==> src/hw/rtl/gtpe_pkg.sv <==
// ----------------------------------------------------------------------------
// gtpe_pkg
// Shared types and constants for the GF(2^8) triple parity encoder
// ----------------------------------------------------------------------------
package gtpe_pkg;

  localparam int unsigned WORD_W    = 64;
  localparam int unsigned LANE_W    = 8;
  localparam int unsigned MAX_LANES = WORD_W / LANE_W;

  typedef logic [WORD_W-1:0] word_t;
  typedef logic [LANE_W-1:0] lane_t;

  // reduction polynomial after reset (x^8 + x^4 + x^3 + x^2 + 1)
  localparam lane_t POLY_RESET = 8'h1d;

  typedef struct packed {
    word_t data_word;
    logic  first_block;
    logic  last_block;
  } item_t;

  typedef struct packed {
    word_t p_word;
    word_t q_word;
    word_t r_word;
  } result_t;

endpackage

==> src/hw/rtl/gtpe_in_if.sv <==
// ----------------------------------------------------------------------------
// gtpe_in_if
// Data word channel: valid/ready with one column word per transaction
// ----------------------------------------------------------------------------
interface gtpe_in_if;
  logic            valid;
  logic            ready;
  gtpe_pkg::word_t data_word;
  logic            first_block;
  logic            last_block;

  modport source (output valid, output data_word, output first_block,
                  output last_block, input ready);
  modport sink   (input valid, input data_word, input first_block,
                  input last_block, output ready);
endinterface

==> src/hw/rtl/gtpe_out_if.sv <==
// ----------------------------------------------------------------------------
// gtpe_out_if
// Parity result channel: valid/ready with P, Q and R per transaction
// ----------------------------------------------------------------------------
interface gtpe_out_if;
  logic            valid;
  logic            ready;
  gtpe_pkg::word_t p_word;
  gtpe_pkg::word_t q_word;
  gtpe_pkg::word_t r_word;

  modport source (output valid, output p_word, output q_word, output r_word,
                  input ready);
  modport sink   (input valid, input p_word, input q_word, input r_word,
                  output ready);
endinterface

==> src/hw/rtl/gtpe_cfg_if.sv <==
// ----------------------------------------------------------------------------
// gtpe_cfg_if
// Configuration write channel for the field polynomial register
// ----------------------------------------------------------------------------
interface gtpe_cfg_if;
  logic            valid;
  logic            ready;
  gtpe_pkg::lane_t field_polynomial;

  modport source (output valid, output field_polynomial, input ready);
  modport sink   (input valid, input field_polynomial, output ready);
endinterface

==> src/hw/rtl/gtpe_in_stage.sv <==
// ----------------------------------------------------------------------------
// gtpe_in_stage
// Input register holding one data word until the accumulators consume it
// ----------------------------------------------------------------------------
module gtpe_in_stage (
  input  logic            clk,
  input  logic            rst_n,
  input  logic            in_valid,
  input  gtpe_pkg::item_t in_item,
  output logic            in_ready,
  input  logic            take,
  output logic            hold_valid,
  output gtpe_pkg::item_t hold_item
);

  logic            valid_r;
  gtpe_pkg::item_t item_r;

  // free when empty or when the held word leaves this cycle
  assign in_ready   = !valid_r || take;
  assign hold_valid = valid_r;
  assign hold_item  = item_r;

  always_ff @(posedge clk) begin
    if (!rst_n) begin
      valid_r <= 1'b0;
    end else if (in_valid && in_ready) begin
      valid_r <= 1'b1;
    end else if (take) begin
      valid_r <= 1'b0;
    end
  end

  always_ff @(posedge clk) begin
    if (in_valid && in_ready) begin
      item_r <= in_item;
    end
  end

endmodule

==> src/hw/rtl/gtpe_accum.sv <==
// ----------------------------------------------------------------------------
// gtpe_accum
// P/Q/R accumulators with lane-wise GF(2^8) update and result register
// ----------------------------------------------------------------------------
module gtpe_accum #(
  parameter int unsigned BYTE_LANES = 8
) (
  input  logic              clk,
  input  logic              rst_n,
  input  gtpe_pkg::lane_t   poly,
  input  logic              hold_valid,
  input  gtpe_pkg::item_t   hold_item,
  output logic              take,
  output logic              out_valid,
  input  logic              out_ready,
  output gtpe_pkg::result_t out_result
);

  gtpe_pkg::word_t   p_r, q_r, r_r;
  gtpe_pkg::word_t   p_nxt, q_nxt, r_nxt;
  gtpe_pkg::word_t   data_m;
  gtpe_pkg::result_t res_r;
  logic              out_valid_r;
  logic              out_free;

  // multiply every active lane by two; inactive lanes read as zero
  function automatic gtpe_pkg::word_t mul2(input gtpe_pkg::word_t x,
                                           input gtpe_pkg::lane_t p);
    gtpe_pkg::word_t res;
    gtpe_pkg::lane_t b;
    res = '0;
    for (int k = 0; k < int'(gtpe_pkg::MAX_LANES); k++) begin
      b = x[k*gtpe_pkg::LANE_W +: gtpe_pkg::LANE_W];
      if (k < int'(BYTE_LANES)) begin
        res[k*gtpe_pkg::LANE_W +: gtpe_pkg::LANE_W] =
          {b[gtpe_pkg::LANE_W-2:0], 1'b0} ^ (b[gtpe_pkg::LANE_W-1] ? p : '0);
      end
    end
    return res;
  endfunction

  function automatic gtpe_pkg::word_t lane_mask();
    gtpe_pkg::word_t m;
    m = '0;
    for (int k = 0; k < int'(gtpe_pkg::MAX_LANES); k++) begin
      if (k < int'(BYTE_LANES)) begin
        m[k*gtpe_pkg::LANE_W +: gtpe_pkg::LANE_W] = '1;
      end
    end
    return m;
  endfunction

  assign out_free = !out_valid_r || out_ready;
  // a closing word waits for the result register to be free
  assign take     = hold_valid && (!hold_item.last_block || out_free);

  assign data_m = hold_item.data_word & lane_mask();

  always_comb begin
    if (hold_item.first_block) begin
      p_nxt = data_m;
      q_nxt = data_m;
      r_nxt = data_m;
    end else begin
      p_nxt = p_r ^ data_m;
      q_nxt = mul2(q_r, poly) ^ data_m;
      r_nxt = mul2(mul2(r_r, poly), poly) ^ data_m;
    end
  end

  always_ff @(posedge clk) begin
    if (!rst_n) begin
      p_r <= '0;
      q_r <= '0;
      r_r <= '0;
    end else if (take) begin
      p_r <= p_nxt;
      q_r <= q_nxt;
      r_r <= r_nxt;
    end
  end

  always_ff @(posedge clk) begin
    if (!rst_n) begin
      out_valid_r <= 1'b0;
    end else if (take && hold_item.last_block) begin
      out_valid_r <= 1'b1;
    end else if (out_ready) begin
      out_valid_r <= 1'b0;
    end
  end

  always_ff @(posedge clk) begin
    if (take && hold_item.last_block) begin
      res_r.p_word <= p_nxt;
      res_r.q_word <= q_nxt;
      res_r.r_word <= r_nxt;
    end
  end

  assign out_valid  = out_valid_r;
  assign out_result = res_r;

endmodule

==> src/hw/rtl/gf256_triple_parity_encoder_core.sv <==
// ----------------------------------------------------------------------------
// gf256_triple_parity_encoder_core
// Streaming P/Q/R parity encoder over GF(2^8) byte lanes
// ----------------------------------------------------------------------------
// The core takes one 64-bit column word per clock and keeps three running
// parities: P (plain xor), Q (Horner sum with multiplier 2) and R (Horner
// sum with multiplier 4), each computed per byte lane in GF(2^8) under the
// polynomial held in the configuration register (0x1d after reset). A word
// flagged first_block restarts the column, a word flagged last_block closes
// it and produces one result transaction with P, Q and R. Sustained rate is
// one word per cycle unless a closing word waits for a busy result register;
// the accumulator update is a loop of shift and xor logic. A result reaches
// the output through the input register, then the result register. The input
// stays ready while a result waits, so long as that waiting result is not
// blocking a second closing word. Lanes at or above BYTE_LANES are ignored on
// input and read as zero on output. Polynomial writes are always accepted and
// should only be issued while no column is in flight.
// ----------------------------------------------------------------------------
module gf256_triple_parity_encoder_core #(
  parameter int unsigned BYTE_LANES = 8
) (
  input  logic       clk,
  input  logic       rst_n,
  gtpe_in_if.sink    in_chan,
  gtpe_out_if.source out_chan,
  gtpe_cfg_if.sink   cfg_chan
);

  // configuration: reduction polynomial, low eight bits
  gtpe_pkg::lane_t   poly_r;

  // input register to accumulator handoff
  gtpe_pkg::item_t   in_item;
  gtpe_pkg::item_t   hold_item;
  logic              hold_valid;
  logic              take;

  // result register
  gtpe_pkg::result_t result;
  logic              result_valid;

  assign cfg_chan.ready = 1'b1;

  always_ff @(posedge clk) begin
    if (!rst_n) begin
      poly_r <= gtpe_pkg::POLY_RESET;
    end else if (cfg_chan.valid) begin
      poly_r <= cfg_chan.field_polynomial;
    end
  end

  // pack the incoming transaction
  assign in_item.data_word   = in_chan.data_word;
  assign in_item.first_block = in_chan.first_block;
  assign in_item.last_block  = in_chan.last_block;

  gtpe_in_stage u_in_stage (
    .clk        (clk),
    .rst_n      (rst_n),
    .in_valid   (in_chan.valid),
    .in_item    (in_item),
    .in_ready   (in_chan.ready),
    .take       (take),
    .hold_valid (hold_valid),
    .hold_item  (hold_item)
  );

  // accumulators plus result register; intermediate words never stall
  gtpe_accum #(
    .BYTE_LANES (BYTE_LANES)
  ) u_accum (
    .clk        (clk),
    .rst_n      (rst_n),
    .poly       (poly_r),
    .hold_valid (hold_valid),
    .hold_item  (hold_item),
    .take       (take),
    .out_valid  (result_valid),
    .out_ready  (out_chan.ready),
    .out_result (result)
  );

  assign out_chan.valid  = result_valid;
  assign out_chan.p_word = result.p_word;
  assign out_chan.q_word = result.q_word;
  assign out_chan.r_word = result.r_word;

endmodule

==> src/flat_wrapper.sv <==
// flat-port wrapper written by rule: the top's interface ports become plain ports
module gf256_triple_parity_encoder_core_flat 
#(
  parameter int unsigned BYTE_LANES = 8
)
  (clk, rst_n, in_chan_valid, in_chan_data_word, in_chan_first_block, in_chan_last_block, in_chan_ready, out_chan_valid, out_chan_p_word, out_chan_q_word, out_chan_r_word, out_chan_ready, cfg_chan_valid, cfg_chan_field_polynomial, cfg_chan_ready);
  gtpe_in_if in_chan_i ();
  gtpe_out_if out_chan_i ();
  gtpe_cfg_if cfg_chan_i ();
  input  logic clk;
  input  logic rst_n;
  input wire logic [$bits(in_chan_i.valid)-1:0] in_chan_valid;
  input wire logic [$bits(in_chan_i.data_word)-1:0] in_chan_data_word;
  input wire logic [$bits(in_chan_i.first_block)-1:0] in_chan_first_block;
  input wire logic [$bits(in_chan_i.last_block)-1:0] in_chan_last_block;
  output wire logic [$bits(in_chan_i.ready)-1:0] in_chan_ready;
  output wire logic [$bits(out_chan_i.valid)-1:0] out_chan_valid;
  output wire logic [$bits(out_chan_i.p_word)-1:0] out_chan_p_word;
  output wire logic [$bits(out_chan_i.q_word)-1:0] out_chan_q_word;
  output wire logic [$bits(out_chan_i.r_word)-1:0] out_chan_r_word;
  input wire logic [$bits(out_chan_i.ready)-1:0] out_chan_ready;
  input wire logic [$bits(cfg_chan_i.valid)-1:0] cfg_chan_valid;
  input wire logic [$bits(cfg_chan_i.field_polynomial)-1:0] cfg_chan_field_polynomial;
  output wire logic [$bits(cfg_chan_i.ready)-1:0] cfg_chan_ready;
  assign in_chan_i.valid = in_chan_valid;
  assign in_chan_i.data_word = in_chan_data_word;
  assign in_chan_i.first_block = in_chan_first_block;
  assign in_chan_i.last_block = in_chan_last_block;
  assign in_chan_ready = in_chan_i.ready;
  assign out_chan_valid = out_chan_i.valid;
  assign out_chan_p_word = out_chan_i.p_word;
  assign out_chan_q_word = out_chan_i.q_word;
  assign out_chan_r_word = out_chan_i.r_word;
  assign out_chan_i.ready = out_chan_ready;
  assign cfg_chan_i.valid = cfg_chan_valid;
  assign cfg_chan_i.field_polynomial = cfg_chan_field_polynomial;
  assign cfg_chan_ready = cfg_chan_i.ready;
  gf256_triple_parity_encoder_core #(.BYTE_LANES(BYTE_LANES)) u_core (.clk(clk), .rst_n(rst_n), .in_chan(in_chan_i), .out_chan(out_chan_i), .cfg_chan(cfg_chan_i));
endmodule
==> config.mk <==
export PLATFORM = sky130hd
export DESIGN_NAME = gf256_triple_parity_encoder_core_flat
export DESIGN_NICKNAME = d
export VERILOG_FILES = /design/src/hw/rtl/gtpe_pkg.sv /design/src/hw/rtl/gtpe_in_if.sv /design/src/hw/rtl/gtpe_out_if.sv /design/src/hw/rtl/gtpe_cfg_if.sv /design/src/hw/rtl/gtpe_in_stage.sv /design/src/hw/rtl/gtpe_accum.sv /design/src/hw/rtl/gf256_triple_parity_encoder_core.sv /design/src/flat_wrapper.sv
export SDC_FILE = /design/constraint.sdc
export NUM_CORES = 1
export LEC_CHECK = 0
export BUFFER_PORTS_ARGS = -buffer_cell sky130_fd_sc_hd__clkbuf_2
export CAP_MARGIN = 10
export CORE_ASPECT_RATIO = 0.5
export CORE_MARGIN = 2
export CORE_UTILIZATION = 41
export DETAILED_ROUTE_END_ITERATION = 10
export SETUP_SLACK_MARGIN = 0.02
export SYNTH_ARGS = -nofsm -noshare
export SYNTH_HDL_FRONTEND = slang
export SYNTH_SLANG_ARGS = --single-unit
==> constraint.sdc <==
create_clock -name clk -period 5.5 [get_ports clk]
set_input_delay 0.275 -clock clk [delete_from_list [all_inputs] [get_ports clk]]
set_output_delay 0.275 -clock clk [all_outputs]
set_load 0.01 [all_outputs]
== After elaboration in Yosys (flattened, before gate mapping) ==
Index checks and enable logic that the tools add are counted.

* Word-level logic and storage cells: 105
* Output and inout port bits: 195
* Register bits after elaboration: 460

* Bitwise logic cells: 27
* Mux-type cells: 55
* Reduce and logical (&&, ||, !) cells: 11

{| class="wikitable"
|+ Operator list
! kind !! count
|-
| two-way mux 8 bit || 48
|-
| two-way mux 64 bit || 3
|-
| XOR 64 bit || 3
|-
| XOR 8 bit || 24
|-
| two-way mux 1 bit || 4
|-
| nonzero test 2 bit || 2
|-
| logical AND 1 bit || 3
|-
| logical NOT 1 bit || 3
|-
| logical OR 1 bit || 3
|}

== Longest topological paths before layout ==
Gate-level depths: netlist of run 1.

* Depth in word-level cells: 8
* Gate-level depth with buffers: 10

== By module ==
Synthesis of run 1 repeated with hierarchy kept, for this count alone.

* Cells, all modules: 2152
* Area total of the unflattened synthesis: 22200.0 um2

{| class="wikitable"
|+ Modules (own cells, without submodules)
! module !! area an instance (um2) !! cells an instance !! instances
|-
| gtpe_accum || 19857.8 || 2054 || 1
|-
| gtpe_in_stage || 2039.5 || 71 || 1
|-
| gf256_triple_parity_encoder_core || 302.8 || 27 || 1
|}

== Worst setup path before layout of run 1 ==
OpenSTA, ideal clock, no wires.

* Path kind: reg2reg
* From: reg u_core.u_accum.out_valid_r (netlist: u_core.u_accum.out_valid)
* To: reg u_core.u_accum.out_result[0] (netlist name)
* Required time: 4.923 ns
* Arrival time: 4.873 ns
* Setup time: 0.577 ns
* Period minus slack after synthesis: 5.450 ns
* Cell stages (with the launch flop): 3
* Slack: 0.050 ns
* Path through: dfxtp_1 nand2b_1 and3_1

* Word-level cells in the longest chain between the ends: 5

{| class="wikitable"
|+ Ends and longest elaborated chain
! what !! RTL line !! text
|-
| start, declared || gtpe_accum.sv:23 || <nowiki>logic out_valid_r;</nowiki>
|-
| start signal, assigned || gtpe_accum.sv:85 || <nowiki>out_valid_r <= 1'b0;</nowiki>
|-
| start signal, assigned || gtpe_accum.sv:87 || <nowiki>out_valid_r <= 1'b1;</nowiki>
|-
| start signal, assigned || gtpe_accum.sv:89 || <nowiki>out_valid_r <= 1'b0;</nowiki>
|-
| logical NOT 1 bit || gtpe_accum.sv:53 || <nowiki>assign out_free = !out_valid_r || out_ready;</nowiki>
|-
| logical OR 1 bit || gtpe_accum.sv:53 ||
|-
| logical OR 1 bit || gtpe_accum.sv:55 || <nowiki>assign take = hold_valid && (!hold_item.last_block || out_free);</nowiki>
|-
| logical AND 1 bit || gtpe_accum.sv:55 ||
|-
| logical AND 1 bit || gtpe_accum.sv:94 || <nowiki>if (take && hold_item.last_block) begin</nowiki>
|}

Every way passes these cells.
A chain may end at the register's enable or synchronous reset.

== Worst setup path in the final report of run 1 ==
* From: reg u_core.poly_r[7]
* To: reg u_core.u_accum.r_r[6]

* Word-level cells in the longest chain between the ends: 8

{| class="wikitable"
|+ Ends and longest elaborated chain
! what !! RTL line !! text
|-
| start, declared || gf256_triple_parity_encoder_core.sv:30 || <nowiki>gtpe_pkg::lane_t poly_r;</nowiki>
|-
| start signal, assigned || gf256_triple_parity_encoder_core.sv:46 || <nowiki>poly_r <= gtpe_pkg::POLY_RESET;</nowiki>
|-
| start signal, assigned || gf256_triple_parity_encoder_core.sv:48 || <nowiki>poly_r <= cfg_chan.field_polynomial;</nowiki>
|-
| two-way mux 8 bit || gtpe_accum.sv:36 || <nowiki>{b[gtpe_pkg::LANE_W-2:0], 1'b0} ^ (b[gtpe_pkg::LANE_W-1] ? p : '0);</nowiki>
|-
| XOR 8 bit || gtpe_accum.sv:36 ||
|-
| two-way mux 8 bit || gtpe_accum.sv:60 || <nowiki>if (hold_item.first_block) begin</nowiki>
|-
| two-way mux 8 bit || gtpe_accum.sv:36 ||
|-
| XOR 8 bit || gtpe_accum.sv:36 ||
|-
| two-way mux 8 bit || gtpe_accum.sv:60 ||
|-
| XOR 64 bit || gtpe_accum.sv:67 || <nowiki>r_nxt = mul2(mul2(r_r, poly), poly) ^ data_m;</nowiki>
|-
| two-way mux 64 bit || gtpe_accum.sv:60 ||
|-
| end signal, assigned || gtpe_accum.sv:79 || <nowiki>r_r <= r_nxt;</nowiki>
|-
| end, declared || gtpe_accum.sv:19 || <nowiki>gtpe_pkg::word_t p_r, q_r, r_r;</nowiki>
|}

Every way passes these cells. The select of a mux whose other input is x is not followed.

==> results.toml, run 1 <==
[finish]
fin_cells = 3204
drive_gt1_share_pct = 17.36
fill_cells = 5052
layout_common_cells = "271 x clkbuf_2, 258 x edfxtp_1, 217 x nor2_1, 195 x dfxtp_1, 184 x nand2_1"
final_util_pct = 48.01
finalNetCount = 2492
area_growth_pct = 16.30
diodes = 0
layout_commonest_cell = "clkbuf_2"
finalInstanceArea_um2 = 26490

[grt]
grt_start_max_net_pins = 126
grt_first_pass_wirelength_um = 95360
grt_overflow = 0
antenna_found_initial = 0
grt_util_all_layers_pct = 21.23
grt_pass1_vias = 16060

[routing]
drt_wl_total_um = 62740
dr.first_iter.drc_count = 1414
route.detailed.drc = 0
drt_pre_antenna_iters = 5
wl_per_cell_um = 19.58
viasPerCell = 5.365
postRouteAntennaNets = 0
route.vias.total = 17190

[cts]
h-tree-depth = 2
numClockSinks = 460
cts_resized = 0
clock_latency_ps = 570
cts_buffers = 44
cts.clk_slew.worst_paths_ps = 60
clk_path_buf_depth = 3
cts_tree = "built"
clock-root-buffer = "clkbuf_16"

[floorplanning]
ios = 274
die_y_um = 170.7
dieArea_um2 = 57570
die-width_um = 337.3
core_area_um2 = 55180
placementRows = 61
initial_core_util_pct = 41.28

[worst_setup_path]
r2r_end = "u_core.u_accum.r_r[6]"
critPathCaptureType = "flop"
startpoint_type = "flop"
path_class = "reg -> reg"
r2r-start = "u_core.poly_r[7]"
startpoint = "u_core.poly_r[7]"
cp.arrival_ps = 3290
path_max_fanout = 93
r2r_slack_ps = 2700
required_ps = 5990
worstRegToRegCells = 6

[sta]
drv_slew = 0
fin_crit_ps = 2799
fin_setup_tns_ps = 0
finalHoldViolations = 0
setup_violations = 0
final.period_utilization_pct = 50.88
finClkSkew_ps = 17.00
rsz0062_at_grt = "false"
fmax_mhz = 357.3
max_slew_margin_pct = 24.91
tightestPinTransition_ps = 1126

[power_and_ir_drop]
p_leak_nw = 10.20
vdd_drop_max_v = 0.0002173
power_density_nw_per_um2 = 304.4

[placed_design]
dpl_cell_area_um2 = 24390
place_congestion = 0.8127
port_buffers = 272
dpl.cell_count = 3048
dpl.hpwl_um = 38590

[yosys]
synth_area_um2 = 22780
synth_top_family_by_area = "simple AND/OR/NAND/NOR gates"
synth_simple_gate_area_share_pct = 19.74
synth_top_area_cell = "edfxtp_1"
synth_cell_types = 55
synth.ff_latch_count = 460
ys_warn_count = 0
synth_edf_count = 258
synth_compound_area_share_pct = 11.94
synthXorXnorAreaFrac_pct = 11.31
ys.flop_type = "edfxtp_1"
synthCells = 2189
async_reset_ff_share_pct = 0
synthAdderAreaFrac_pct = 0
synth_area_per_cell_um2 = 10.41
synth_top_area_share_pct = 34.01
synthMuxAreaShare_pct = 1.033
seq_area_frac_synth_pct = 51.77
syn_nets = 2268
synth_area_leaders = "edfxtp_1 34%, dfxtp_1 18%, xnor2_1 6.1%"

[worst_hold_path]
min_path_type = "in -> reg"
worstHoldPathCells = 3
hold_path.startpoint = "out_chan_ready"
whs_endpoint = "u_core.u_accum.out_valid"

[run]
cap_violations = 0

[run_status]
outcome = "completed"
-- power by group --
part	total (W)	internal [W]	leakage [nW]	switching [W]
clock network	0.00296	0.00162	0.665	0.00134
logic	0.000997	0.000438	5.46	0.000559
registers	0.00411	0.00386	4.08	0.000248
-- synthesized netlist by cell type (3+ instances only) --
cell type and number:
or4b_2 33, nor3_1 73, clkbuf_1 102, mux2_4 7
o21ai_0 108, nand4b_1 14, nand2_1 184, buf_4 15
a31o_1 7, clkbuf_2 4, o211ai_1 4, o221ai_1 35
or4b_1 16, xnor2_1 158, edfxtp_1 258, a221oi_2 7
o21ba_1 7, or4bb_1 7, o31ai_1 35, a21oi_1 45
buf_1 6, nand2b_1 137, xor2_1 123, or4_1 35
or3_1 6, buf_6 9, nor4bb_1 13, and3b_1 14
inv_1 5, nor2_1 217, or2_0 4, a31oi_1 52
dfxtp_1 202, a41o_1 4, xnor2_2 7, mux2i_1 13
buf_2 52, o211a_1 70, a311oi_1 3, nand3_1 58
nor2b_1 25
-- worst max-delay path, stage by stage, from the launching register on --
cell	delay, ps
dfxtp_4	890
buf_4	490
nand2_1	150
xnor2_2	340
a21oi_1	160
or4_1	460
a31oi_1	170
-- cell type report --
type                       count  area [um^2]  area share [%]
clock buffer                  62         1200           4.530
clock inverter                19        150.1          0.5668
inverter                       7        27.53          0.1039
multi-input combinational   1532        10050           37.96
sequential                   460        11800           44.55
tap                          756        945.9           3.571
timing repair buffer         368         2310           8.719
-- registers in the layout (all words and copies together), names as in the netlist --
name,flops
u_core.u_accum.q_r,64
u_core.u_accum.out_valid,1
u_core.u_in_stage.hold_valid,1
u_core.u_in_stage.hold_item,66
u_core.u_accum.r_r,64
u_core.u_accum.p_r,64
u_core.poly_r,8
u_core.u_accum.out_result,192
-- repair_timing --
action | 4_1_cts | 5_1_grt
hold buffers | 75 | 0
setup endpoints to repair | 0 | 0
endpoints found under the hold margin | 75 | 0
buffers inserted | 0 | 0
-- how the worst max path moves through the flow --
stage | slack, ps | end | cells past startpoint
after floorplan | 50 | u_core.u_accum.out_result[0] | 2
after global placement | 2790 | u_core.u_accum.r_r[45] | 6
after detailed placement | 2710 | u_core.u_accum.r_r[17] | 5
after CTS | 2710 | u_core.u_accum.r_r[17] | 5
after global routing | 2480 | u_core.u_accum.r_r[45] | 6
final | 2700 | u_core.u_accum.r_r[6] | 6
-- layer usage --
layer | vias to the layer above | track usage [%] | part of all wire (%)
li1 | 8253 | - | -
met1 | 8486 | 30.30 | 47
met2 | 392 | 34.32 | 47
met3 | 60 | 3.264 | 4.8
met4 | 0 | 4.076 | 1.4
met5 | - | 0 | 0
-- logic make-up (layout without fill, tap and decap cells) --
family,after synthesis,count (layout)
buffers and inverters,197,456
multiplexers,20,20
other,1,1
AO/OA/AOI/OAI,380,380
XOR/XNOR,288,288
flip-flops,460,460
AND/OR/NAND/NOR,843,843
-- through the flow --
step,setup WS (ps),hold slack (ps),power [W]
after global placement,2785,452.4,0.005116
after CTS,2713,5.390,0.008141
after global routing,2481,61.11,0.008418
final,2701,36.87,0.008063
after detailed placement,2711,453.6,0.005138
after floorplan,50.04,373.9,0.004835
(Power assumes the default switching activity.)
==> run 2, diff against run 1 <==
Settings changed: ABC_AREA from default to 1.
Clock period 5.5 ns to 2.7 ns, I/O delays scaled along.
==> results.toml, run 2 <==
[routing]
route.detailed.drc = 0
dr.first_iter.drc_count = 1444
drt_wl_total_um = 61570
postRouteAntennaNets = 0
wl_per_cell_um = 17.12
drt_pre_antenna_iters = 5
route.vias.total = 18020
viasPerCell = 5.008

[power_and_ir_drop]
p_int_w = 0.01205
p_switching_w = 0.004429
clkPwrFrac_pct = 37.5
p_total_w = 0.01648
vdd_drop_max_v = 0.0003407
power_density_nw_per_um2 = 632.5
seq_power_share_pct = 49.4
combinationalPowerShare_pct = 13.1
p_leak_nw = 11.77
netSwitchingFraction_pct = 26.88

[placed_design]
dpl.cell_count = 3434
dpl_cell_area_um2 = 23810
dpl.hpwl_um = 39020
place_congestion = 0.8437
port_buffers = 272
place_ws_ps = 729.0

[sta]
max_slew_margin_pct = 45.33
fin_ws_ps = 681.7
final.period_utilization_pct = 74.75
tightestPinTransition_ps = 820.1
finalHoldViolations = 0
rsz0062_at_grt = "false"
fmax_mhz = 495.5
drv_slew = 0
finClkSkew_ps = 21.79
fin_crit_ps = 2018
setup_violations = 0

[cts]
h-tree-depth = 2
cts.clk_slew.worst_paths_ps = 70
cts_buffers = 43
clock-root-buffer = "clkbuf_16"
cts_tree = "built"
numClockSinks = 460
clock_latency_ps = 570
clk_path_buf_depth = 3

[finish]
multi_input_area_um2 = 7729
fin_cells = 3597
diodes = 0
largest_reg_flops = 192
fill_cells = 4932
area_growth_pct = 19.25
finalInstanceArea_um2 = 26060
layout_common_cells = "500 x nand2_1, 417 x inv_1, 337 x nand3_1, 271 x clkbuf_2, 258 x edfxtp_1"
drive_gt1_share_pct = 14.54
layout_commonest_cell = "nand2_1"
finalNetCount = 2942
ff_latch_area_um2 = 11800

[worst_setup_path]
crit_slowest_cell = "edfxtp_1"
worstPathCellList = "inv_6 > buf_4 > nand3_1 > xor2_1 > o21ai_0 > inv_1"
worstRegToRegCells = 6
cp.arrival_ps = 2530
r2r_end = "u_core.u_accum.q_r[61]"
critPathBufInv = 3
slowest_delay_ps = 460
startpoint_type = "flop"
path_max_fanout = 50
crit_family = "buffers and inverters"
r2r_slack_ps = 680
required_ps = 3210
critPathCaptureType = "flop"
path_class = "reg -> reg"
r2r-start = "u_core.u_in_stage.hold_item[1]"

[floorplanning]
die_y_um = 167.2
core_area_um2 = 52340
initial_core_util_pct = 41.75
dieArea_um2 = 55270
placementRows = 59
ios = 274
die-width_um = 330.5

[yosys]
synth_common_cells = "502 x nand2_1, 419 x inv_1, 337 x nand3_1"
yosys.cell_count.top_type = "nand2_1"
synth_cell_types = 28
synth_top_area_share_pct = 35.46
syn_nets = 2651
synth_area_leaders = "edfxtp_1 35%, dfxtp_1 19%, nand2_1 8.6%"
synth_simple_gate_area_share_pct = 20.95
synthCells = 2572
synth_area_per_cell_um2 = 8.495
synth_top_family_by_area = "simple AND/OR/NAND/NOR gates"
synth_compound_area_share_pct = 8.910
synthXorXnorAreaFrac_pct = 5.452
synth_area_um2 = 21850
seq_area_frac_synth_pct = 53.97
synthMuxAreaShare_pct = 0
synth_edf_count = 258
ys.flop_type = "edfxtp_1"
async_reset_ff_share_pct = 0
synth_top_area_cell = "edfxtp_1"
synthAdderAreaFrac_pct = 0
ys_warn_count = 0
synth.ff_latch_count = 460

[worst_hold_path]
min_path_type = "in -> reg"
whs_endpoint = "u_core.poly_r[1]"
hold_path.startpoint = "cfg_chan_valid"
worstHoldPathCells = 3

[grt]
antenna_found_initial = 1
grt_util_all_layers_pct = 21.82
grt_first_pass_wirelength_um = 94100
grt_overflow = 0
grt_pass1_vias = 16760
grt_start_max_net_pins = 169

[run_status]
outcome = "completed"

[run]
cap_violations = 0
==> run 2: power groups by stage <==
| stage | logic [W] | clock network (W) | registers [W] |
|---|---|---|---|
| final | 0.00216 | 0.00617 | 0.00814 |
| after global routing | 0.00242 | 0.00661 | 0.00818 |
| after CTS | 0.00216 | 0.00632 | 0.00814 |
| after detailed placement | 0.00205 | 0 | 0.00829 |
| after global placement | 0.00202 | 0 | 0.00828 |
| after floorplan | 0.00143 | 0 | 0.00822 |
==> run 2: through the flow <==
step	utilization [%]	setup TNS, ps	hold WS, ps
global placement	45.50	0	311.3
finish	49.78	0	45.39
detailed placement	45.50	0	313.6
global route	49.78	0	66.83
floorplan	-	-271870	233.9
CTS	49.78	0	9.593
==> run 2: worst max path at each step <==
stage                                         startpoint                             to  slack, ps  depth (start not counted)
after floorplan           u_core.u_in_stage.hold_item[0]   u_core.u_accum.out_result[0]      -1420                          6
after global placement                  u_core.poly_r[7]  u_core.u_accum.out_result[18]        780                          8
after detailed placement  u_core.u_in_stage.hold_item[1]         u_core.u_accum.q_r[61]        730                          6
after CTS                 u_core.u_in_stage.hold_item[1]         u_core.u_accum.q_r[61]        710                          6
after global routing              u_core.u_accum.r_r[47]         u_core.u_accum.r_r[43]        540                          9
final                     u_core.u_in_stage.hold_item[1]         u_core.u_accum.q_r[61]        680                          6
==> run 2: layer usage <==
metal	share of wire [%]	GRT usage (%)	up-vias
met2	47	36.21	506
met3	6.3	3.791	89
li1	-	-	8955
met5	0.015	0	-
met4	1.9	5.233	2
met1	44	29.68	8463
==> run 2: kinds of logic after synthesis <==
group | count (synthesis)
and+or+nand+nor | 1017
buffers and inverters | 573
DFF | 460
AOI/OAI and AO/OA | 385
xor gates and xnor gates | 136
other | 1
==> run 2: repair_timing <==
action | 4_1_cts | 5_1_grt
hold buffers | 85 | 0
endpoints found under the hold margin | 76 | 0
buffers inserted | 0 | 0
gates resized for setup | 0 | 0
==> run 2: layout make-up <==
cell class,count,share of cell area (%)
Sequential cell,460,45.29
Multi-Input combinational cell,1539,29.66
Timing Repair Buffer,395,10.16
Inverter,424,6.176
Clock buffer,61,4.706
Tap cell,701,3.366
Clock inverter,17,0.6339
==> run 2: tightest hold or removal path, stage by stage <==
cell,delay (ps)
clkbuf_2,170
inv_1,190
a21oi_1,90
